**src/design/scd_pkg.sv**
```systemverilog
// Shared types, constants and the quarter-wave sine table for the
// sine column displacement block. No dependencies.
package scd_pkg;

  localparam int MAX_WIDTH        = 256;
  localparam int MAX_HEIGHT       = 128;
  localparam int SINE_TABLE_DEPTH = 256;

  localparam int FRAME_DEPTH = MAX_WIDTH * MAX_HEIGHT;
  localparam int ADDR_W      = $clog2(FRAME_DEPTH);
  localparam int IDX_W       = $clog2(SINE_TABLE_DEPTH);
  localparam int PIXEL_W     = 32;
  localparam int COL_W       = 8;
  localparam int ROW_W       = 7;
  localparam int OFFSET_W    = 9;
  localparam int SRC_W       = 10;

  localparam int CFG_IDX_W  = 3;
  localparam int CFG_DATA_W = 16;

  localparam logic [CFG_IDX_W-1:0] CFG_FRAME_WIDTH  = 3'd0;
  localparam logic [CFG_IDX_W-1:0] CFG_FRAME_HEIGHT = 3'd1;
  localparam logic [CFG_IDX_W-1:0] CFG_AMPLITUDE    = 3'd2;
  localparam logic [CFG_IDX_W-1:0] CFG_PHASE_STEP   = 3'd3;
  localparam logic [CFG_IDX_W-1:0] CFG_PHASE_START  = 3'd4;

  localparam logic [8:0] FRAME_WIDTH_RESET  = 9'd128;
  localparam logic [7:0] FRAME_HEIGHT_RESET = 8'd64;

  localparam logic KIND_WRITE = 1'b0;
  localparam logic KIND_READ  = 1'b1;

  typedef enum logic [1:0] {
    ST_IDLE,
    ST_WAVE,
    ST_RESP
  } state_t;

  typedef struct packed {
    logic signed [15:0] amplitude;
    logic [15:0]        column_phase_step;
    logic [15:0]        phase_start;
  } wave_cfg_t;

  localparam longint unsigned HALF_PI_Q30 = 64'd1686629713;

  typedef logic [14:0] sine_tab_t [SINE_TABLE_DEPTH];

  // sin(pi/2 * (i + 1/2) / depth) in unsigned Q0.15, Taylor series in Q30
  function automatic logic [14:0] sine_entry(int unsigned i);
    longint unsigned x;
    longint unsigned x2;
    longint unsigned term;
    longint unsigned v;
    longint          sum;
    x    = HALF_PI_Q30 * longint'(2 * i + 1) / (2 * SINE_TABLE_DEPTH);
    x2   = (x * x) >> 30;
    term = x;
    sum  = longint'(x);
    term = ((term * x2) >> 30) / 6;
    sum  = sum - longint'(term);
    term = ((term * x2) >> 30) / 20;
    sum  = sum + longint'(term);
    term = ((term * x2) >> 30) / 42;
    sum  = sum - longint'(term);
    term = ((term * x2) >> 30) / 72;
    sum  = sum + longint'(term);
    term = ((term * x2) >> 30) / 110;
    sum  = sum - longint'(term);
    term = ((term * x2) >> 30) / 156;
    sum  = sum + longint'(term);
    if (sum < 0) begin
      sum = 0;
    end
    v = (longint'(sum) * 64'd32768 + (64'd1 << 29)) >> 30;
    if (v > 64'd32767) begin
      v = 64'd32767;
    end
    return v[14:0];
  endfunction

  function automatic sine_tab_t sine_table_build();
    sine_tab_t t;
    for (int i = 0; i < SINE_TABLE_DEPTH; i++) begin
      t[i] = sine_entry(i);
    end
    return t;
  endfunction

  localparam sine_tab_t SINE_TABLE = sine_table_build();

endpackage

```
**src/design/scd_wave.sv**
```systemverilog
// Column offset pipeline: phase, sine lookup, amplitude multiply, rounding.
// Depends on scd_pkg for the sine table and the wave configuration struct.
module scd_wave (
  input  logic                                 clk,
  input  logic                                 rst_n,
  input  logic                                 start,
  input  logic [scd_pkg::COL_W-1:0]            column,
  input  scd_pkg::wave_cfg_t                   cfg,
  output logic                                 done,
  output logic signed [scd_pkg::OFFSET_W-1:0]  offset
);

  localparam int PROD_W = 14 + scd_pkg::IDX_W + 1;

  logic        v1_r, v2_r, v3_r, v4_r;
  logic [15:0] phase_r;
  logic [14:0] smag_r;
  logic        neg2_r, neg3_r;
  logic [31:0] prod_r;

  logic [23:0]               col_prod;
  logic [PROD_W-1:0]         idx_scaled;
  logic [PROD_W-1:0]         idx_raw;
  logic [scd_pkg::IDX_W-1:0] idx;
  logic [scd_pkg::IDX_W-1:0] idx_sel;
  logic [16:0]               amp_ext;
  logic [16:0]               amag;
  logic [31:0]               rounded;
  logic [scd_pkg::OFFSET_W-1:0] mag;

  always_comb begin
    col_prod   = 24'(column) * 24'(cfg.column_phase_step);
    idx_scaled = PROD_W'(phase_r[13:0]) * PROD_W'(scd_pkg::SINE_TABLE_DEPTH);
    idx_raw    = idx_scaled >> 14;
    if (idx_raw > PROD_W'(scd_pkg::SINE_TABLE_DEPTH - 1)) begin
      idx = scd_pkg::IDX_W'(scd_pkg::SINE_TABLE_DEPTH - 1);
    end else begin
      idx = idx_raw[scd_pkg::IDX_W-1:0];
    end
    if (phase_r[14]) begin
      idx_sel = scd_pkg::IDX_W'(scd_pkg::SINE_TABLE_DEPTH - 1) - idx;
    end else begin
      idx_sel = idx;
    end
    amp_ext = {cfg.amplitude[15], cfg.amplitude};
    amag    = cfg.amplitude[15] ? (17'd0 - amp_ext) : amp_ext;
    rounded = (prod_r + (32'd1 << 22)) >> 23;
    mag     = rounded[scd_pkg::OFFSET_W-1:0];
  end

  // column is registered by the caller on start, so the pipe runs behind start by that column register
  always_ff @(posedge clk) begin
    if (!rst_n) begin
      v1_r <= 1'b0;
      v2_r <= 1'b0;
      v3_r <= 1'b0;
      v4_r <= 1'b0;
    end else begin
      v1_r <= start;
      v2_r <= v1_r;
      v3_r <= v2_r;
      v4_r <= v3_r;
    end
  end

  always_ff @(posedge clk) begin
    phase_r <= cfg.phase_start + col_prod[15:0];
    smag_r  <= scd_pkg::SINE_TABLE[idx_sel];
    neg2_r  <= phase_r[15] ^ cfg.amplitude[15];
    prod_r  <= 32'(amag) * 32'(smag_r);
    neg3_r  <= neg2_r;
  end

  assign done   = v4_r;
  assign offset = neg3_r ? -$signed(mag) : $signed(mag);

endmodule

```
**config.mk**
```make
export PLATFORM = sky130hd
export DESIGN_NAME = scd_wave
export DESIGN_NICKNAME = d
export VERILOG_FILES = /design/src/design/scd_pkg.sv /design/src/design/scd_wave.sv
export SDC_FILE = /design/constraint.sdc
export NUM_CORES = 1
export LEC_CHECK = 0
export ABC_AREA = 1
export BUFFER_PORTS_ARGS = -buffer_cell sky130_fd_sc_hd__buf_2
export CAP_MARGIN = 20
export CORE_MARGIN = 2
export CORE_UTILIZATION = 55
export CTS_CLUSTER_DIAMETER = 120
export DETAILED_ROUTE_END_ITERATION = 6
export GPL_ROUTABILITY_DRIVEN = 0
export PLACE_DENSITY = 0.72
export SLEW_MARGIN = 5
export SYNTH_ARGS = -nofsm -noshare
export SYNTH_HDL_FRONTEND = slang
export SYNTH_SLANG_ARGS = --single-unit
```
**constraint.sdc**
```tcl
create_clock -name clk -period 14.9 [get_ports clk]
set_clock_uncertainty 0.15 [all_clocks]
set_input_delay 0.745 -clock clk [delete_from_list [all_inputs] [get_ports clk]]
set_output_delay 0.745 -clock clk [all_outputs]
set_load 0.1 [all_outputs]
```
## Word level (Yosys, flattened, before mapping)

Memories as Yosys holds them, arrays and structs flattened. A register that Yosys moved wholly into a read port is not among the register bits.
Cells that the tools add are included.

| word-level totals | value |
|---|---|
| register bits after elaboration | 54 |
| memory bits (read-only) | 3840 |
| bits of input ports | 59 |
| word-level logic and storage cells | 23 |
| memories | 1 |

Memories:

| memory | depth | bits a word | read ports | clocked after memory_dff | write ports | line | source |
|---|---|---|---|---|---|---|---|
| (name not given) | 256 | 15 | 1 | 1 | 0 | scd_wave.sv:68 | `smag_r <= scd_pkg::SINE_TABLE[idx_sel];` |

| cells by class | value |
|---|---|
| $add $sub $neg | 5 |
| multipliers | 2 |
| magnitude comparators | 1 |
| multiplexer cells | 4 |
| bitwise gates (word level) | 2 |

Operators with widths:

| cell | number |
|---|---|
| adder 32 x 23 -> 32 bit, second input constant | 1 |
| multiplier 17 x 15 -> 32 bit | 1 |
| 2-to-1 mux 17 bit | 1 |
| subtractor 1 x 16 -> 17 bit, first input constant | 1 |
| adder 16 bit | 1 |
| multiplier 8 x 16 -> 16 bit | 1 |
| 2-to-1 mux 8 bit | 2 |
| 2-to-1 mux 9 bit | 1 |
| negation 9 bit | 1 |
| NOT 8 -> 9 bit | 1 |
| greater-than comparator 8 bit, second input constant | 1 |
| subtractor 8 bit, first input constant | 1 |
| XOR 1 bit | 1 |

## Longest topological paths before layout

Gate-level depths: netlist of the first run.

| depth | value |
|---|---|
| word-level depth | 5 |
| mapped depth | 38 |
| depth with buffers taken out | 37 |

## Least setup slack after synthesis of the first run

OpenSTA, ideal clock, no wires.

| timing | value |
|---|---|
| kind | in2reg |
| start | input port cfg[32] (netlist bit) |
| end | register prod_r[25] |
| arrival time | 6398 ps |
| required time | 14638 ps |
| slack | 8240 ps |
| cell stages on the path | 31 |
| path buffers | 2 |
| cells stage by stage | buf_2 inv_1 ha_1 nand2_1 nor2_1 nand4_1 nand2_1 o21ai_0 inv_1 a21o_1 clkbuf_1 a21oi_1 fa_1 inv_1 fa_1 inv_1 fa_1 fa_1 fa_1 inv_1 fa_1 inv_1 ha_1 a21oi_1 o21ai_0 a21oi_1 nor2_1 nor3_1 nand2_1 nand2_1 nand2_1 |

| on the way | value |
|---|---|
| word-level cells in the longest chain between the ends | 3 |

RTL lines:

| item | line | source |
|---|---|---|
| start: declaration | scd_wave.sv:8 | `input scd_pkg::wave_cfg_t cfg,` |
| subtractor 1 x 16 -> 17 bit | scd_wave.sv:46 | `amag = cfg.amplitude[15] ? (17'd0 - amp_ext) : amp_ext;` |
| 2-to-1 mux 17 bit (*) | scd_wave.sv:46 |  |
| multiplier 17 x 15 -> 32 bit (*) | scd_wave.sv:70 | `prod_r <= 32'(amag) * 32'(smag_r);` |
| end signal: assignment | scd_wave.sv:70 |  |
| end: declaration | scd_wave.sv:19 | `logic [31:0] prod_r;` |

Every way passes the cells marked *; elsewhere a longest branch is shown, timed or not.
A chain may end at the register's enable or synchronous reset.

## Final worst setup path of the first run

| timing | value |
|---|---|
| start | input port cfg[32] (netlist bit) |
| end | register prod_r[31] |

Same word-level chain as after synthesis.

==> results of run 1 <==
## Yosys cell counts, types with 25 or more instances
library cell / n / area (um^2)
a21oi_1: 98 / 490
buf_2: 34 / 170
clkbuf_1: 45 / 169
dfxtp_1: 41 / 821
fa_1: 265 / 5310
ha_1: 131 / 1640
inv_1: 507 / 1900
nand2_1: 786 / 2950
nand3_1: 239 / 1200
nor2_1: 228 / 856
o21ai_0: 55 / 275
xor2_1: 25 / 219
## sequential cells by signal, indices dropped and copies added, names as in the netlist
| register | count |
|---|---|
| neg2_r | 1 |
| smag_r | 15 |
| prod_r | 10 |
| neg3_r | 1 |
| phase_r | 10 |
| v3_r | 1 |
| v1_r | 1 |
| v2_r | 1 |
| done | 1 |
## path summary, 6_finish.rpt
kind	start	end	slack, ns	cells past startpoint
hold / removal	neg2_r	neg3_r	0.18	0
hold reg to reg	neg2_r	neg3_r	0.18	0
setup reg to reg	smag_r[1]	prod_r[25]	9.06	23
setup / recovery	cfg[32]	prod_r[31]	7.71	31
## worst reg2reg max path, stage by stage (launching register included)
cell and delay (ns):
dfxtp_1 0.37, inv_1 0.45, nor2_1 0.16, fa_1 0.52, inv_1 0.05, fa_1 0.53, inv_1 0.05, fa_1 0.49
inv_1 0.05, fa_1 0.53, inv_1 0.05, fa_1 0.48, inv_1 0.05, fa_1 0.48, inv_1 0.05, ha_1 0.30
a21oi_1 0.22, o21ai_0 0.15, a21oi_1 0.17, nor2_1 0.06, nor3_1 0.18, nand2_1 0.09, nand2_1 0.07, nand2_1 0.04
## cells by family after synthesis
group | Yosys count
buffers and inverters | 623
other | 2
and+or+nand+nor | 1325
xor gates and xnor gates | 37
AOI/OAI and AO/OA | 202
adders and majority gates | 396
DFF | 41
## layer usage
metal | track usage | vias up | routed length [um]
li1 | - | 7923 | -
met1 | 0.407 | 7987 | 19400
met2 | 0.558 | 1040 | 24600
met3 | 0.0639 | 277 | 5750
met4 | 0.174 | 0 | 3230
met5 | 0 | - | 0
## area by class of cell
class | instances | area [um^2] | share of cell area
Clock inverter | 2 | 10.0 | 0.000564
Multi-Input combinational cell | 1975 | 13900 | 0.785
Sequential cell | 41 | 821 | 0.0463
Tap cell | 396 | 495 | 0.0279
Inverter | 525 | 1970 | 0.111
Clock buffer | 6 | 129 | 0.00726
Antenna cell | 1 | 2.50 | 0.000141
Timing Repair Buffer | 74 | 385 | 0.0217
## stage by stage
stage          std cells  hold slack [ns]
6_report            3020            0.176
5_1_grt             3019            0.185
4_1_cts             3019            0.179
3_5_place_dp        3011            0.165
3_3_place_gp        3011            0.166
2_1_floorplan       2639            0.160
==> results by group, run 1 <==
STA
  • Final worst slack: 7.71 ns
  • Worst Tran Pin Value: 0.909 ns
  • Final min period: 7.19 ns
  • Fin. max-slew vios: 0
  • Fmax: 139 MHz
  • Setup_tns: 0 ns
  • Final Hold Vio Count: 0
  • RSZ-0062 raised after global routing: no
  • Final setup fails: 0
  • Final period util: 0.483
  • Slew headroom: 0.394

Worst setup path
  • Crit. End Element: flop
  • Crit-path max cell delay: 0.55 ns
  • Crit path kind: in -> reg
  • Largest delay contributor family on the critical path: adder cells
  • Required @ worst endpoint: 14.94 ns
  • CP max stage cell: fa_1
  • Crit Path Max Fanout: 16
  • Most frequent CP cell: nand2_1
  • Sum of buffers and inverters on the critical path: 6
  • CP startpoint kind: input pin
  • Crit path DAT: 7.24 ns

Job
  • Max-cap violation count: 0

GRT
  • Largest net degree at the start of global routing: 83
  • First-pass GRT wire length: 87800 um
  • GRT overflow: 0
  • Global Route Usage Sum: 0.333
  • Antenna violations before repair: 1
  • Number of global-route vias before repair: 17600

Drt
  • 1st-pass router iterations: 7
  • Vias per cell: 5.70
  • DR DRC count: 0
  • WL final: 53000 um
  • Wire per inst: 17.5 um
  • Via Count: 17200
  • Antenna violation net count after detailed routing: 0
  • Initial DRC count: 2081

Clock network
  • Num CTS Buffers: 5
  • Clock Tree Buf Depth: 2
  • Gates resized, CTS repair: 0
  • Clk_lat worst skew: 0.30 ns
  • CTS clock-pin slew for the worst setup and hold paths: 0.06 ns
  • H-tree depth: 2
  • CTS tree: done
  • Post-CTS Setup Bufs: 0
  • Clk root buf: clkbuf_16
  • Clock sink count: 41
  • Hold-fix buffer count after cts: 0

Synth
  • Post-synth ARST share: 0
  • Simple-Gate Fraction of Synth Area: 0.319
  • Largest family of logic cells by synthesized area: adder cells
  • Synth warn: 0
  • Synth Area in Adders: 0.405
  • Post-synthesis sequential area ratio: 0.0479
  • Avg Cell Area, Syn: 6.52 um^2
  • Mapped Cells: 2626
  • Top FF cell, synth: dfxtp_1
  • Number of enable flip-flop cells after synthesis: 0
  • Distinct cell type count after synthesis: 43
  • Post-synthesis mux area share: 0
  • Post-synthesis register bit count: 41
  • Cell Area, Synth: 17100 um^2
  • Compound-Gate Fraction of Synth Area: 0.0648
  • Synth Area in XOR/XNOR: 0.0204

Floorplanning
  • Initial Util: 0.559
  • Die width: 180 um
  • Chip height: 180 um
  • Row count: 64
  • I/O pins: 69
  • Die area: 32600 um^2
  • Core Footprint: 30700 um^2

Finish
  • Most frequent cells in the layout: 786 x nand2_1, 507 x inv_1, 265 x fa_1
  • Most common cell after layout, fill and taps aside: nand2_1
  • Final instance area: 17700 um^2
  • Fillers: 3072
  • Area delta synth->final: 3.55%
  • Layout cell share with drive strength beyond 1: 0.0461
  • Fin util: 0.578
  • # nets final: 3077

Place
  • Setup WS pre-CTS: 7.46 ns
  • Post-DP HPWL: 41500 um
  • DP Area: 17600 um^2
  • IO buf count: 68

Hold path
  • Min-delay worst type: reg -> reg

Run status
  • Status: complete, no violations
Power of run 1 is left out: the tool's default activity adds up to more than one toggle a clock period on the data nets, which glitch-free logic cannot reach.
==> run 2, diff against run 1 <==
--- a/config.mk
+++ b/config.mk
@@ -13,7 +13,7 @@
 export CTS_CLUSTER_DIAMETER = 120
 export DETAILED_ROUTE_END_ITERATION = 6
 export GPL_ROUTABILITY_DRIVEN = 0
-export PLACE_DENSITY = 0.72
+export PLACE_DENSITY = 0.75
 export SLEW_MARGIN = 5
 export SYNTH_ARGS = -nofsm -noshare
 export SYNTH_HDL_FRONTEND = slang
==> constraint.sdc (replaced) <==
create_clock -name clk -period 6.3 [get_ports clk]
set_clock_uncertainty 0.15 [all_clocks]
set_input_delay 0.315 -clock clk [delete_from_list [all_inputs] [get_ports clk]]
set_output_delay 0.315 -clock clk [all_outputs]
set_load 0.1 [all_outputs]
==> run 2 against run 1 <==
The run now ends with DRC left; sequential share of layout area down 0.24 points; register-to-register slack got worse by 8.5 ns; count of clock-buffer cells in the layout decreased by 1; worst setup slack got worse by 7.5 ns; global-route usage fell by 0.20 points; wire length rose by 2.1%; sequential cell count unchanged; via count is 3.7% higher; critical path depth is 1 lower; design area grew 5.5%; utilization up 3.2 points; worst hold slack got worse by 0.16 ns.
==> results by group, run 2 (synthesized netlist as in run 1, its figures left out) <==
Floorplanning
  • Core Footprint: 30700 um^2
  • Initial Util: 0.559
  • Row count: 64
  • Die width: 180 um
  • Chip height: 180 um
  • Die area: 32600 um^2
  • I/O pins: 69

Hold path
  • WHS Endpoint: v1_r
  • Hold depth: 3
  • Hold_sp: start
  • Min-delay worst type: in -> reg

Clock network
  • Num CTS Buffers: 5
  • CTS tree: done
  • Clk_lat worst skew: 0.31 ns
  • Clk root buf: clkbuf_16
  • H-tree depth: 2
  • Clock sink count: 41
  • CTS clock-pin slew for the worst setup and hold paths: 0.08 ns
  • Hold-fix buffer count after cts: 0
  • Clock Tree Buf Depth: 2

GRT
  • First-pass GRT wire length: 87000 um
  • Number of global-route vias before repair: 17600
  • Global Route Usage Sum: 0.331
  • GRT overflow: 0
  • Largest net degree at the start of global routing: 83
  • Antenna violations before repair: 2

Worst setup path
  • Largest delay contributor family on the critical path: adder cells
  • Crit-path max cell delay: 0.53 ns
  • Reg2reg end: prod_r[25]
  • Cell depth of the worst setup path: 30
  • CP startpoint kind: input pin
  • Sum of buffers and inverters on the critical path: 9
  • Crit path DAT: 6.11 ns
  • Crit. End Element: flop
  • Crit path kind: in -> reg
  • Crit Path Max Fanout: 6
  • FF-to-FF setup slack: 0.58 ns
  • Required @ worst endpoint: 6.37 ns
  • R2r worst-path depth: 21
  • Worst r2r src: smag_r[3]
  • CP max stage cell: fa_1
  • Most frequent CP cell: fa_1

Finish
  • Most common cell after layout, fill and taps aside: nand2_1
  • Fin util: 0.610
  • Largest register FFs: 15
  • # nets final: 3164
  • Biggest regs: smag_r: 15 flops, phase_r: 10 flops, prod_r: 10 flops
  • Area delta synth->final: 9.21%
  • Most frequent cells in the layout: 775 x nand2_1, 504 x inv_1, 264 x fa_1
  • Biggest register: smag_r
  • Layout cell share with drive strength beyond 1: 0.0996
  • Non-Filler Instances: 3108

STA
  • Fmax: 165 MHz
  • Final min period: 6.05 ns
  • Slew headroom: 0.373
  • Fin. max-slew vios: 0
  • Final worst slack: 0.253 ns
  • Final period util: 0.960
  • Final Hold Vio Count: 0
  • Final setup fails: 0
  • Setup_tns: 0 ns
  • Worst Tran Pin Value: 0.938 ns

Drt
  • Wire per inst: 17.4 um
  • 1st-pass router iterations: 7
  • Antenna violation net count after detailed routing: 0
  • Vias per cell: 5.75
  • WL final: 54100 um
  • DR DRC count: 56
  • Initial DRC count: 2309
  • Via Count: 17900

Job
  • Max-cap violation count: 0

Place
  • Post-DP HPWL: 42900 um
  • Placed Instances: 3097
  • Setup WS pre-CTS: -0.219 ns
  • IO buf count: 68

Run status
  • Status: finished, violations left
  • Violated checks: DRC
run 2: cell count changes in the layout (fill, tap and decap cells not counted), sizes merged:
cell	change
buf	+87
clkinv	-2
bufinv	+1
clkbuf	-1
clkinvlp	+1
diode	+1
inv	+1
run 2: final cells by class:
class                      count  area, um^2
tap                          396         495
clock inverter                 3        46.3
fill                        2888       12000
sequential                    41         821
clock buffer                   5         125
timing repair buffer         161        1040
multi-input combinational   1975       14200
antenna                        2        5.00
inverter                     525        1970
run 2: what timing repair did:
action | 4_1_cts | 5_1_grt
buffers inserted | 0 | 1
hold endpoints to repair | 0 | 0
gates resized for setup | 0 | 72
endpoints found under the setup margin | 0 | 10
run 2: worst max path at each step:
stage                 endpoint  startpoint
floorplan           prod_r[25]     cfg[32]
global placement    prod_r[30]     cfg[33]
detailed placement  prod_r[27]     cfg[33]
CTS                 prod_r[27]     cfg[33]
global route        prod_r[25]     cfg[34]
finish              prod_r[25]     cfg[32]
run 2: per-stage QoR:
| stage | cell area (um^2) | hold slack [ns] |
|---|---|---|
| 6_report | 18700 | 0.0213 |
| 5_1_grt | 18700 | 0.0341 |
| 4_1_cts | 18400 | 0.0201 |
| 3_5_place_dp | 18200 | 0.166 |
| 3_3_place_gp | 18200 | 0.164 |
| 2_1_floorplan | 17200 | 0.160 |
run 2: routing by layer:
layer / share of wire / global-route usage / wire length (um) / vias up
li1: - / - / - / 8104
met1: 0.37 / 0.394 / 19800 / 8301
met2: 0.46 / 0.548 / 24800 / 1122
met3: 0.10 / 0.0675 / 5450 / 342
met4: 0.073 / 0.207 / 3940 / 4
met5: 0.0011 / 0 / 57 / -
run 2: tightest hold or removal path, stage by stage:
cell and delay [ns]:
buf_2 0.07, nand2_1 0.04, inv_1 0.04
Power of run 2 is left out for the same reason.
